[config.mk]
export PLATFORM = sky130hd
export DESIGN_NAME = link_reconnect_backoff_controller_top
export DESIGN_NICKNAME = d
export VERILOG_FILES = /design/src/lrb_pkg.sv /design/src/lrb_cfg.sv /design/src/lrb_core.sv /design/src/link_reconnect_backoff_controller_top.sv
export SDC_FILE = /design/constraint.sdc
export NUM_CORES = 1
export LEC_CHECK = 0
export BUFFER_PORTS_ARGS = -buffer_cell sky130_fd_sc_hd__buf_2
export CORE_ASPECT_RATIO = 1.4
export CORE_MARGIN = 8
export CORE_UTILIZATION = 50
export CTS_BUF_LIST = sky130_fd_sc_hd__clkbuf_4
export CTS_CLUSTER_DIAMETER = 80
export DETAILED_ROUTE_END_ITERATION = 12
export PLACE_DENSITY = 0.72
export SYNTH_ARGS = -nofsm -noshare
export SYNTH_HDL_FRONTEND = slang
export SYNTH_SLANG_ARGS = --single-unit
[constraint.sdc]
create_clock -name clk -period 5.5 [get_ports clk]
set_clock_uncertainty 0.15 [all_clocks]
set_input_delay 0 -clock clk [delete_from_list [all_inputs] [get_ports clk]]
set_output_delay 0 -clock clk [all_outputs]
set_load 0.005 [all_outputs]
[src/lrb_pkg.sv]
// Package: shared types, codes and constants of the link reconnect backoff controller.
`timescale 1ns / 1ps
package lrb_pkg;

  // Width of the saturating elapsed-time counter
  localparam int TIME_BITS = 20;
  // Width of the millisecond configuration registers
  localparam int CFG_MS_W  = 20;
  localparam int RETRY_W   = 8;
  localparam int ADDR_W    = 5;
  localparam int DATA_W    = 32;
  // Compare width that covers both the counter and the config values
  localparam int CMP_W     = 33;
  // Retry counts at or above this take the cap directly
  localparam int SHIFT_LIMIT = 40;
  localparam int SHIFT_W   = CFG_MS_W + SHIFT_LIMIT - 1;

  // Credential length limits
  localparam logic [7:0] SSID_MIN = 8'd1;
  localparam logic [7:0] SSID_MAX = 8'd32;
  localparam logic [7:0] PASS_MIN = 8'd8;
  localparam logic [7:0] PASS_MAX = 8'd63;

  // Register reset values
  localparam logic                AUTO_RST    = 1'b1;
  localparam logic [CFG_MS_W-1:0] TIMEOUT_RST = CFG_MS_W'(10000);
  localparam logic [CFG_MS_W-1:0] BASE_RST    = CFG_MS_W'(5000);
  localparam logic [RETRY_W-1:0]  MAXR_RST    = RETRY_W'(5);
  localparam logic [CFG_MS_W-1:0] CAP_RST     = CFG_MS_W'(60000);

  typedef enum logic [1:0] {
    ST_DISC    = 2'd0,
    ST_CONNING = 2'd1,
    ST_CONNED  = 2'd2,
    ST_FAIL    = 2'd3
  } link_state_t;

  typedef enum logic [2:0] {
    OP_TICK       = 3'd0,
    OP_CONNECT    = 3'd1,
    OP_DISCONNECT = 3'd2,
    OP_GOT_ADDR   = 3'd3,
    OP_LINK_LOST  = 3'd4,
    OP_CLEAR_CRED = 3'd5
  } op_t;

  typedef enum logic [2:0] {
    REG_AUTO_RECONNECT = 3'd0,
    REG_TIMEOUT        = 3'd1,
    REG_BASE_DELAY     = 3'd2,
    REG_MAX_RETRIES    = 3'd3,
    REG_BACKOFF_CAP    = 3'd4
  } reg_idx_t;

  typedef struct packed {
    logic                auto_reconnect;
    logic [CFG_MS_W-1:0] connect_timeout_ms;
    logic [CFG_MS_W-1:0] retry_base_delay_ms;
    logic [RETRY_W-1:0]  max_retries;
    logic [CFG_MS_W-1:0] backoff_cap_ms;
  } cfg_t;

  typedef struct packed {
    link_state_t        link_status;
    logic [RETRY_W-1:0] retries_made;
    logic               station_on;
    logic               request_accepted;
    logic               attempt_started;
  } result_t;

endpackage

[src/lrb_cfg.sv]
// Configuration register file behind the APB-style port.
`timescale 1ns / 1ps
module lrb_cfg (
  input  logic                       clk,
  input  logic                       rst,
  input  logic                       psel,
  input  logic                       penable,
  input  logic                       pwrite,
  input  logic [lrb_pkg::ADDR_W-1:0] paddr,
  input  logic [lrb_pkg::DATA_W-1:0] pwdata,
  output logic [lrb_pkg::DATA_W-1:0] prdata,
  output logic                       pready,
  output lrb_pkg::cfg_t              cfg
);

  logic                  wr_en;
  lrb_pkg::reg_idx_t     idx;

  assign pready = 1'b1;
  assign wr_en  = psel && penable && pwrite;
  assign idx    = lrb_pkg::reg_idx_t'(paddr[lrb_pkg::ADDR_W-1:2]);

  // Register writes
  always_ff @(posedge clk) begin
    if (rst) begin
      cfg.auto_reconnect      <= lrb_pkg::AUTO_RST;
      cfg.connect_timeout_ms  <= lrb_pkg::TIMEOUT_RST;
      cfg.retry_base_delay_ms <= lrb_pkg::BASE_RST;
      cfg.max_retries         <= lrb_pkg::MAXR_RST;
      cfg.backoff_cap_ms      <= lrb_pkg::CAP_RST;
    end else if (wr_en) begin
      case (idx)
        lrb_pkg::REG_AUTO_RECONNECT: cfg.auto_reconnect <= pwdata[0];
        lrb_pkg::REG_TIMEOUT:
          cfg.connect_timeout_ms <= pwdata[lrb_pkg::CFG_MS_W-1:0];
        lrb_pkg::REG_BASE_DELAY:
          cfg.retry_base_delay_ms <= pwdata[lrb_pkg::CFG_MS_W-1:0];
        lrb_pkg::REG_MAX_RETRIES:
          cfg.max_retries <= pwdata[lrb_pkg::RETRY_W-1:0];
        lrb_pkg::REG_BACKOFF_CAP:
          cfg.backoff_cap_ms <= pwdata[lrb_pkg::CFG_MS_W-1:0];
        default: ;
      endcase
    end
  end

  // Read mux
  always_comb begin
    case (idx)
      lrb_pkg::REG_AUTO_RECONNECT:
        prdata = lrb_pkg::DATA_W'(cfg.auto_reconnect);
      lrb_pkg::REG_TIMEOUT:     prdata = lrb_pkg::DATA_W'(cfg.connect_timeout_ms);
      lrb_pkg::REG_BASE_DELAY:  prdata = lrb_pkg::DATA_W'(cfg.retry_base_delay_ms);
      lrb_pkg::REG_MAX_RETRIES: prdata = lrb_pkg::DATA_W'(cfg.max_retries);
      lrb_pkg::REG_BACKOFF_CAP: prdata = lrb_pkg::DATA_W'(cfg.backoff_cap_ms);
      default:                  prdata = '0;
    endcase
  end

endmodule

[src/lrb_core.sv]
// Link state machine, elapsed timer, retry counter and backoff compare.
`timescale 1ns / 1ps
module lrb_core (
  input  logic                 clk,
  input  logic                 rst,
  input  logic                 fire,
  input  logic [2:0]           op,
  input  logic [7:0]           ssid_length,
  input  logic [7:0]           password_length,
  input  lrb_pkg::cfg_t        cfg,
  output lrb_pkg::result_t     res
);

  localparam logic [lrb_pkg::TIME_BITS-1:0] TIME_MAX = '1;
  localparam logic [lrb_pkg::RETRY_W-1:0]   RETRY_MAX = '1;

  lrb_pkg::link_state_t              st, st_next;
  logic                              enabled, enabled_next;
  logic                              cred, cred_next;
  logic [lrb_pkg::TIME_BITS-1:0]     elapsed, elapsed_next;
  logic [lrb_pkg::RETRY_W-1:0]       retry, retry_next;
  logic                              accepted, started;

  lrb_pkg::op_t                      op_c;
  logic [lrb_pkg::TIME_BITS-1:0]     elapsed_inc;
  logic [lrb_pkg::RETRY_W-1:0]       retry_inc;
  logic [lrb_pkg::SHIFT_W-1:0]       shifted;
  logic [lrb_pkg::CFG_MS_W-1:0]      delay;
  logic                              try_ok;
  logic                              timed_out;
  logic                              creds_ok;

  assign op_c = lrb_pkg::op_t'(op);

  // Saturating increments
  assign elapsed_inc = (elapsed == TIME_MAX) ? elapsed :
                       elapsed + lrb_pkg::TIME_BITS'(1);
  assign retry_inc   = (retry == RETRY_MAX) ? retry : retry + lrb_pkg::RETRY_W'(1);

  // Backoff delay: base shifted by retry count, capped
  always_comb begin
    shifted = lrb_pkg::SHIFT_W'(cfg.retry_base_delay_ms) << retry[5:0];
    if (retry >= lrb_pkg::RETRY_W'(lrb_pkg::SHIFT_LIMIT) ||
        shifted > lrb_pkg::SHIFT_W'(cfg.backoff_cap_ms))
      delay = cfg.backoff_cap_ms;
    else
      delay = shifted[lrb_pkg::CFG_MS_W-1:0];
  end

  assign try_ok    = lrb_pkg::CMP_W'(elapsed_inc) >= lrb_pkg::CMP_W'(delay);
  assign timed_out = lrb_pkg::CMP_W'(elapsed_inc) >
                     lrb_pkg::CMP_W'(cfg.connect_timeout_ms);

  // Credential length check
  assign creds_ok = ssid_length >= lrb_pkg::SSID_MIN &&
                    ssid_length <= lrb_pkg::SSID_MAX &&
                    (password_length == 8'd0 ||
                     (password_length >= lrb_pkg::PASS_MIN &&
                      password_length <= lrb_pkg::PASS_MAX));

  // Next state
  always_comb begin
    st_next      = st;
    enabled_next = enabled;
    cred_next    = cred;
    elapsed_next = elapsed;
    retry_next   = retry;
    accepted     = 1'b1;
    started      = 1'b0;
    case (op_c)
      lrb_pkg::OP_TICK: begin
        elapsed_next = elapsed_inc;
        if (enabled && st == lrb_pkg::ST_DISC && cfg.auto_reconnect && cred) begin
          // automatic restart from disconnected
          if (try_ok) begin
            st_next      = lrb_pkg::ST_CONNING;
            elapsed_next = '0;
            retry_next   = retry_inc;
            started      = 1'b1;
          end
        end else if (st == lrb_pkg::ST_CONNING && timed_out) begin
          // attempt timed out: retry or give up
          if (retry < cfg.max_retries) begin
            if (try_ok) begin
              st_next      = lrb_pkg::ST_CONNING;
              elapsed_next = '0;
              retry_next   = retry_inc;
              started      = 1'b1;
            end else begin
              st_next = lrb_pkg::ST_FAIL;
            end
          end else begin
            st_next = lrb_pkg::ST_DISC;
          end
        end
      end
      lrb_pkg::OP_CONNECT: begin
        if (creds_ok) begin
          cred_next    = 1'b1;
          enabled_next = 1'b1;
          st_next      = lrb_pkg::ST_CONNING;
          elapsed_next = '0;
          retry_next   = '0;
          started      = 1'b1;
        end else begin
          accepted = 1'b0;
        end
      end
      lrb_pkg::OP_DISCONNECT: begin
        if (enabled) begin
          enabled_next = 1'b0;
          st_next      = lrb_pkg::ST_DISC;
        end
      end
      lrb_pkg::OP_GOT_ADDR: begin
        st_next    = lrb_pkg::ST_CONNED;
        retry_next = '0;
      end
      lrb_pkg::OP_LINK_LOST: begin
        if (st == lrb_pkg::ST_CONNED)
          st_next = lrb_pkg::ST_DISC;
      end
      lrb_pkg::OP_CLEAR_CRED: begin
        cred_next = 1'b0;
      end
      default: ;
    endcase
  end

  // Result of this request
  always_comb begin
    res.link_status      = st_next;
    res.retries_made     = retry_next;
    res.station_on       = enabled_next;
    res.request_accepted = accepted;
    res.attempt_started  = started;
  end

  // State registers
  always_ff @(posedge clk) begin
    if (rst) begin
      st      <= lrb_pkg::ST_DISC;
      enabled <= 1'b0;
      cred    <= 1'b0;
      elapsed <= '0;
      retry   <= '0;
    end else if (fire) begin
      st      <= st_next;
      enabled <= enabled_next;
      cred    <= cred_next;
      elapsed <= elapsed_next;
      retry   <= retry_next;
    end
  end

endmodule

[src/link_reconnect_backoff_controller_top.sv]
// Top level of the link reconnect backoff controller.
`timescale 1ns / 1ps
// Usage:
//   Request channel: in_valid/in_stall with op, ssid_length, password_length.
//   Op codes: tick (one millisecond), connect, disconnect, got address,
//   link lost, clear credentials. Every request yields exactly one result.
//   Result channel: out_valid/out_stall with link_status, retries_made,
//   station_on, request_accepted, attempt_started.
//   A request goes from the input register through the state update into
//   the result register. Throughput: one request per cycle while out_stall
//   does not hold the result; the state update is a single pass of
//   compares, one barrel shift and counter increments.
//   When out_stall holds the result, the input register still takes one more
//   request; in_stall rises only when both registers are full.
//   The APB-style port sets auto reconnect, timeout, base delay, retry limit
//   and backoff cap; write it only while no request is in flight.
//   Synchronous reset empties both registers and returns the link to
//   disconnected, station off, no credentials, counters zero and the
//   configuration to its defaults.
module link_reconnect_backoff_controller_top (
  input  logic                       clk,
  input  logic                       rst,
  input  logic                       in_valid,
  output logic                       in_stall,
  input  logic [2:0]                 op,
  input  logic [7:0]                 ssid_length,
  input  logic [7:0]                 password_length,
  output logic                       out_valid,
  input  logic                       out_stall,
  output logic [1:0]                 link_status,
  output logic [7:0]                 retries_made,
  output logic                       station_on,
  output logic                       request_accepted,
  output logic                       attempt_started,
  input  logic                       psel,
  input  logic                       penable,
  input  logic                       pwrite,
  input  logic [lrb_pkg::ADDR_W-1:0] paddr,
  input  logic [lrb_pkg::DATA_W-1:0] pwdata,
  output logic [lrb_pkg::DATA_W-1:0] prdata,
  output logic                       pready
);

  lrb_pkg::cfg_t    cfg;
  lrb_pkg::result_t res;

  logic       in_full;
  logic [2:0] op_q;
  logic [7:0] ssid_q;
  logic [7:0] pass_q;
  logic       accept;
  logic       advance;

  lrb_cfg u_cfg (
    .clk     (clk),
    .rst     (rst),
    .psel    (psel),
    .penable (penable),
    .pwrite  (pwrite),
    .paddr   (paddr),
    .pwdata  (pwdata),
    .prdata  (prdata),
    .pready  (pready),
    .cfg     (cfg)
  );

  // Handshake control
  assign advance  = in_full && (!out_valid || !out_stall);
  assign in_stall = in_full && !advance;
  assign accept   = in_valid && !in_stall;

  // Input register
  always_ff @(posedge clk) begin
    if (rst) begin
      in_full <= 1'b0;
    end else if (accept) begin
      in_full <= 1'b1;
    end else if (advance) begin
      in_full <= 1'b0;
    end
  end

  always_ff @(posedge clk) begin
    if (accept) begin
      op_q   <= op;
      ssid_q <= ssid_length;
      pass_q <= password_length;
    end
  end

  lrb_core u_core (
    .clk             (clk),
    .rst             (rst),
    .fire            (advance),
    .op              (op_q),
    .ssid_length     (ssid_q),
    .password_length (pass_q),
    .cfg             (cfg),
    .res             (res)
  );

  // Result register
  always_ff @(posedge clk) begin
    if (rst) begin
      out_valid <= 1'b0;
    end else if (advance) begin
      out_valid <= 1'b1;
    end else if (!out_stall) begin
      out_valid <= 1'b0;
    end
  end

  always_ff @(posedge clk) begin
    if (advance) begin
      link_status      <= res.link_status;
      retries_made     <= res.retries_made;
      station_on       <= res.station_on;
      request_accepted <= res.request_accepted;
      attempt_started  <= res.attempt_started;
    end
  end

  // Checks
  a_start_conning: assert property (@(posedge clk) disable iff (rst)
    out_valid && attempt_started |-> link_status == lrb_pkg::ST_CONNING)
    else $error("attempt started without connecting status");

  a_reject_no_start: assert property (@(posedge clk) disable iff (rst)
    out_valid && !request_accepted |-> !attempt_started)
    else $error("rejected request started an attempt");

  a_no_stall_empty: assert property (@(posedge clk) disable iff (rst)
    !out_valid |-> !in_stall)
    else $error("input stalled while result register empty");

  a_reset_empty: assert property (@(posedge clk)
    rst |=> !out_valid && !in_full)
    else $error("pipeline not empty after reset");

endmodule
# Word-level counts from Yosys, hierarchy flattened
# Cells that the tools add are included.
# op_classes
eq_ne	15
magnitude_cmp	9
shift	1
add_sub_neg	2
reduce_logical	33
n_mux	39
# op_table
op	count
2-to-1 mux 20 bit	7
one-hot mux 20 bit (5 select lines)	1
greater-than comparator 59 x 20 -> 1 bit	1
left shift 20 x 6 -> 59 bit	1
2-to-1 mux 8 bit	6
one-hot mux 20 bit (2 select lines)	1
one-hot mux 8 bit (3 select lines)	1
adder 20 x 1 -> 20 bit (second input constant)	1
== test 20 bit (second input constant)	1
>= comparator 20 bit	1
greater-than comparator 20 bit	1
less-or-equal comparator 8 x 6 -> 1 bit (second input constant)	2
2-to-1 mux 2 bit	8
== test 3 x 2 -> 1 bit (second input constant)	4
logical AND 1 bit	12
2-to-1 mux 1 bit	11
one-hot mux 2 bit (5 select lines)	1
AND reduction 2 bit	5
== test 3 bit (second input constant)	3
adder 8 x 1 -> 8 bit (second input constant)	1
== test 8 bit (second input constant)	1
>= comparator 8 x 1 -> 1 bit (second input constant)	1
>= comparator 8 x 4 -> 1 bit (second input constant)	1
>= comparator 8 x 6 -> 1 bit (second input constant)	1
13 further kinds	26
# word_totals
output_inout_bits	48
regBits	135
word_cells	119

# Logic depth before layout (Yosys ltp)
# depth
depth_word	10
depth_mapped	31
depth_no_buf	25

# Modules after synthesis
# Synthesis repeated with hierarchy kept, for this count alone.
# unflattened
cells_unflattened	1245
hier_area_um2	10506.3
# by_module_without_submodules
module	area_per_inst_um2	cells_each	instances
lrb_core	6009.5	810	1
lrb_cfg	3449.6	393	1
link_reconnect_backoff_controller_top	1047.3	42	1

# Least setup slack after synthesis
# Ideal clock, no wire load.
# synth_path
kind	flip-flop to flip-flop
start	register u_core.retry[3] (netlist bit)
end	register u_core.elapsed[11] (netlist bit)
path_slack_ns	-0.582
arrival_time_ns	5.872
setup_ns	0.059
path_stages_with_launch	29
period_less_slack_ns	6.082
required_time_ns	5.291
n_path_buf	7
cell_sequence	dfxtp_1 > clkbuf_1 > clkbuf_1 > clkbuf_1 > clkbuf_1 > or3_1 > nand2b_1 > nor2_1 > ha_1 > a21o_1 > a21o_1 > a221o_1 > a21oi_1 > o2111ai_1 > nor4b_2 > nand4_1 > buf_6 > mux2i_1 > ha_1 > a21o_1 > a21o_1 > a21oi_1 > o21ai_0 > a211o_1 > a211oi_1 > clkbuf_1 > clkbuf_1 > o21ai_0 > nand2_1
# synth_via
elab_chain_len	10
word_cells_on_any_way	12
classes_between	order compare (4); shift (1); mux (6); reduce/logical (1)
# synth_lines
item	line_no	source
from (decl)	lrb_core.sv:21	logic [lrb_pkg::RETRY_W-1:0] retry, retry_next;
from (signal assigned)	lrb_core.sv:152	retry <= retry_next;
left shift 20 x 6 -> 59 bit	lrb_core.sv:42	shifted = lrb_pkg::SHIFT_W'(cfg.retry_base_delay_ms) << retry[5:0];
greater-than comparator 59 x 20 -> 1 bit	lrb_core.sv:44	shifted > lrb_pkg::SHIFT_W'(cfg.backoff_cap_ms))
logical OR 1 bit	lrb_core.sv:43	if (retry >= lrb_pkg::RETRY_W'(lrb_pkg::SHIFT_LIMIT) ||
2-to-1 mux 20 bit	lrb_core.sv:43	
>= comparator 20 bit	lrb_core.sv:50	assign try_ok = lrb_pkg::CMP_W'(elapsed_inc) >= lrb_pkg::CMP_W'(delay);
2-to-1 mux 20 bit	lrb_core.sv:75, lrb_core.sv:84	
2-to-1 mux 20 bit	lrb_core.sv:83	if (retry < cfg.max_retries) begin
2-to-1 mux 20 bit	lrb_core.sv:81	end else if (st == lrb_pkg::ST_CONNING && timed_out) begin
2-to-1 mux 20 bit (*)	lrb_core.sv:73	if (enabled && st == lrb_pkg::ST_DISC && cfg.auto_reconnect && cred) begin
one-hot mux 20 bit (2 select lines) (*)	lrb_core.sv:70	case (op_c)
to (signal assigned)	lrb_core.sv:151	elapsed <= elapsed_next;
to (decl)	lrb_core.sv:20	logic [lrb_pkg::TIME_BITS-1:0] elapsed, elapsed_next;
# Mark *: on every way between the ends. The rest lies on a longest branch, timed or not.
# A chain may end at the register's enable or synchronous reset.

==> results.toml <==
[pwr]
p_total_mw = 1.87
powerDensity_nw_per_um2 = 142
p_leak_nw = 5.44
ir_drop_mv = 0.221

[clock_network]
clock_sinks = 135
cts-root-buf = "clkbuf_4"
cts_max_path_buffers = 2
cts_buffers = 17
clkSlewWorstSetupHoldPaths_ns = 0.13
tritoncts = "done"
clock_latency_ns = 0.61
htree_levels = 4

[finish]
area_growth_pct = 33.0
final_util = 0.669
drive_gt1_frac = 0.270
final_cell_mix = "nand2_1, buf_4, a21oi_1, dfxtp_1, buf_2"
final_cells = 1774
mostFrequentLayoutCell = "nand2_1"
final_cell_area_um2 = 13100
nets = 1639

[critical_path]
reg2reg_depth = 27
regToRegStartpoint = "u_core.retry[1]"
r2r-end = "u_core.st[1]"
endpoint = "u_core.st[1]"
critPathRequiredTime_ns = 5.87
critPathMaxFanout = 8
critPathCaptureType = "register"
start_kind = "register"
path_class = "reg -> reg"
critPathArrivalTime_ns = 6.28
regToRegSetupSlack_ns = -0.41
startpoint = "u_core.retry[1]"

[die]
start_util = 0.503
fp.coreArea_um2 = 19600
die_width_um = 135
num_rows = 61
io_pins = 111
die_area_um2 = 24500
fp.dieH_um = 182

[sta]
finalSetupTns_ns = -7.74
grt_setup_unrepaired = "yes"
post-route-period-util = 1.07
hold_viol = 0
worst_slew_pin_slew_ns = 1.18
hold_slack_ns = 0.0646
fin_ws_ns = -0.407
setup_viol = 40
fmax_ghz = 0.169
fin_crit_ns = 5.91
maxSlewHeadroom = 0.212
drv_slew = 0

[place]
dp_hpwl_um = 26300
dpl.cell_count = 1635
gp_congestion = 0.939
port_buffers = 83
place_ws_ns = -0.519
postPlaceCellArea_um2 = 11500

[yosys]
synth_edf_count = 32
netlist_area_um2 = 9870
ys_seq_area_frac = 0.306
synth_seq_cells = 135
synthCells = 1227
syn_avg_cell_area_um2 = 8.04
async_reset_ff_frac = 0
ys_types = 70
ys_warn_count = 0
ys.flop_type = "dfxtp_1"

[worst_hold_path]
min_path_type = "in -> reg"

[route]
first_iter_violations = 1109
ant_nets = 0
via_count = 10832
first_pass_iters = 6
drc = 0
routedWlPerCell_um = 20.6
vias_per_cell = 6.11
totalWireLength_um = 36600

[global_route]
grt_first_pass_wirelength_um = 56700
grt.total_usage = 0.294
grt_remaining_overflow = 0
antenna_found_initial = 3
grt_max_degree = 44
grt_pass1_vias = 10624

[flow_run]
maxCapViolCount = 0

[run_status]
status = "finished with violations"
violations = "setup timing"
## critical path, stage by stage (launching register included)
cell and delay [ns]:
dfxtp_4 0.45, buf_6 0.15, mux2_4 0.31, mux4_2 0.49, nor2_2 0.13, a31oi_2 0.06, a21oi_2 0.17, nor2_2 0.08
ha_1 0.31, nand4_1 0.13, nor3_2 0.23, buf_4 0.15, a31oi_1 0.08, o2bb2ai_1 0.13, nand4_1 0.11, buf_6 0.13
buf_12 0.13, buf_4 0.14, mux2i_1 0.22, ha_1 0.27, a21o_1 0.17, a211oi_2 0.18, o21ai_1 0.11, a211o_4 0.37
or4b_4 0.53, a22oi_2 0.17, nand2_1 0.11, a21oi_2 0.17
## kinds of logic (layout without fill, tap and decap cells)
kind of cell | after synthesis | count (layout) | share of synthesized area
muxes | 70 | 70 | 0.0949
other | 2 | 16 | 0.000761
adders and majority gates | 70 | 70 | 0.0888
and+or+nand+nor | 424 | 425 | 0.197
AOI/OAI and AO/OA | 350 | 350 | 0.229
DFF | 135 | 135 | 0.306
buffers and inverters | 162 | 442 | 0.0700
xor gates and xnor gates | 14 | 14 | 0.0124
## sequential cells by signal, indices dropped and copies added (netlist names), 2 cells and up
signal,count
link_status,2
retries_made,8
op_q,3
pass_q,8
u_core.elapsed,20
u_core.retry,8
u_core.st,2
ssid_q,8
u_cfg.cfg,69
## per-layer routing
metal  vias to the layer above  track usage  wire [um]
met2                       562        0.489      17900
met5                         -            0         11
met1                      5088        0.336      13900
met4                         2        0.202       2330
met3                       177       0.0479       2400
li1                       5003            -          -
## timing repair
item | CTS | global route
gates resized for setup | 50 | 45
pin swaps | 25 | 35
hold buffers | 79 | 0
gates cloned | 2 | 1
endpoints found under the hold margin | 119 | 0
buffers inserted | 15 | 8
setup endpoints to repair | 41 | 41
## cells in the mapped netlist (8+ instances only)
| master | count | share of area |
|---|---|---|
| or2_2 | 10 | 0.0063 |
| o21ai_0 | 47 | 0.024 |
| and3_1 | 8 | 0.0051 |
| buf_1 | 8 | 0.0030 |
| mux4_2 | 17 | 0.039 |
| and2_1 | 14 | 0.0089 |
| nor3_1 | 19 | 0.0096 |
| dfxtp_1 | 103 | 0.21 |
| a211oi_1 | 11 | 0.0084 |
| o21a_1 | 8 | 0.0061 |
| a21o_1 | 24 | 0.018 |
| inv_1 | 62 | 0.024 |
| nand2b_1 | 10 | 0.0063 |
| o211ai_1 | 18 | 0.014 |
| a22o_1 | 8 | 0.0071 |
| buf_4 | 14 | 0.011 |
| ha_1 | 70 | 0.089 |
| o22ai_1 | 24 | 0.015 |
| nor2b_1 | 16 | 0.010 |
| nand4_1 | 20 | 0.013 |
| edfxtp_1 | 32 | 0.097 |
| nand2_1 | 195 | 0.074 |
| a22oi_1 | 25 | 0.019 |
| a21oi_1 | 115 | 0.058 |
| xnor2_1 | 12 | 0.011 |
| a31oi_1 | 13 | 0.0082 |
| mux2_2 | 14 | 0.016 |
| nand3_1 | 38 | 0.019 |
| nor2_1 | 73 | 0.028 |
| mux2i_1 | 38 | 0.039 |
| clkbuf_1 | 67 | 0.025 |
## where the power goes
group	total, mW	switching [mW]	internal, mW
combinational	0.230	0.126	0.104
clock	0.593	0.409	0.184
sequential	1.05	0.0142	1.03
## how the worst min path moves through the flow
stage | start | to | slack (ns) | cells past startpoint
final | pwdata[8] | u_cfg.cfg[36] | 0.06 | 4
after global routing | pwdata[15] | u_cfg.cfg[63] | 0.06 | 4
after CTS | paddr[4] | u_cfg.cfg[68] | 0.02 | 4
after detailed placement | op[1] | op_q[1] | 0.03 | 1
after global placement | op[0] | op_q[0] | 0.03 | 1
after floorplan | op[0] | op_q[0] | -0.05 | 0
## cell type report
| type | count | area [um^2] |
|---|---|---|
| clock inverter | 14 | 98.8 |
| timing repair buffer | 346 | 2750 |
| fill | 1621 | 6490 |
| sequential | 135 | 3030 |
| tap | 252 | 315 |
| antenna | 3 | 7.51 |
| inverter | 64 | 240 |
| multi-input combinational | 942 | 6550 |
| clock buffer | 18 | 135 |
(Power assumes the default switching activity.)
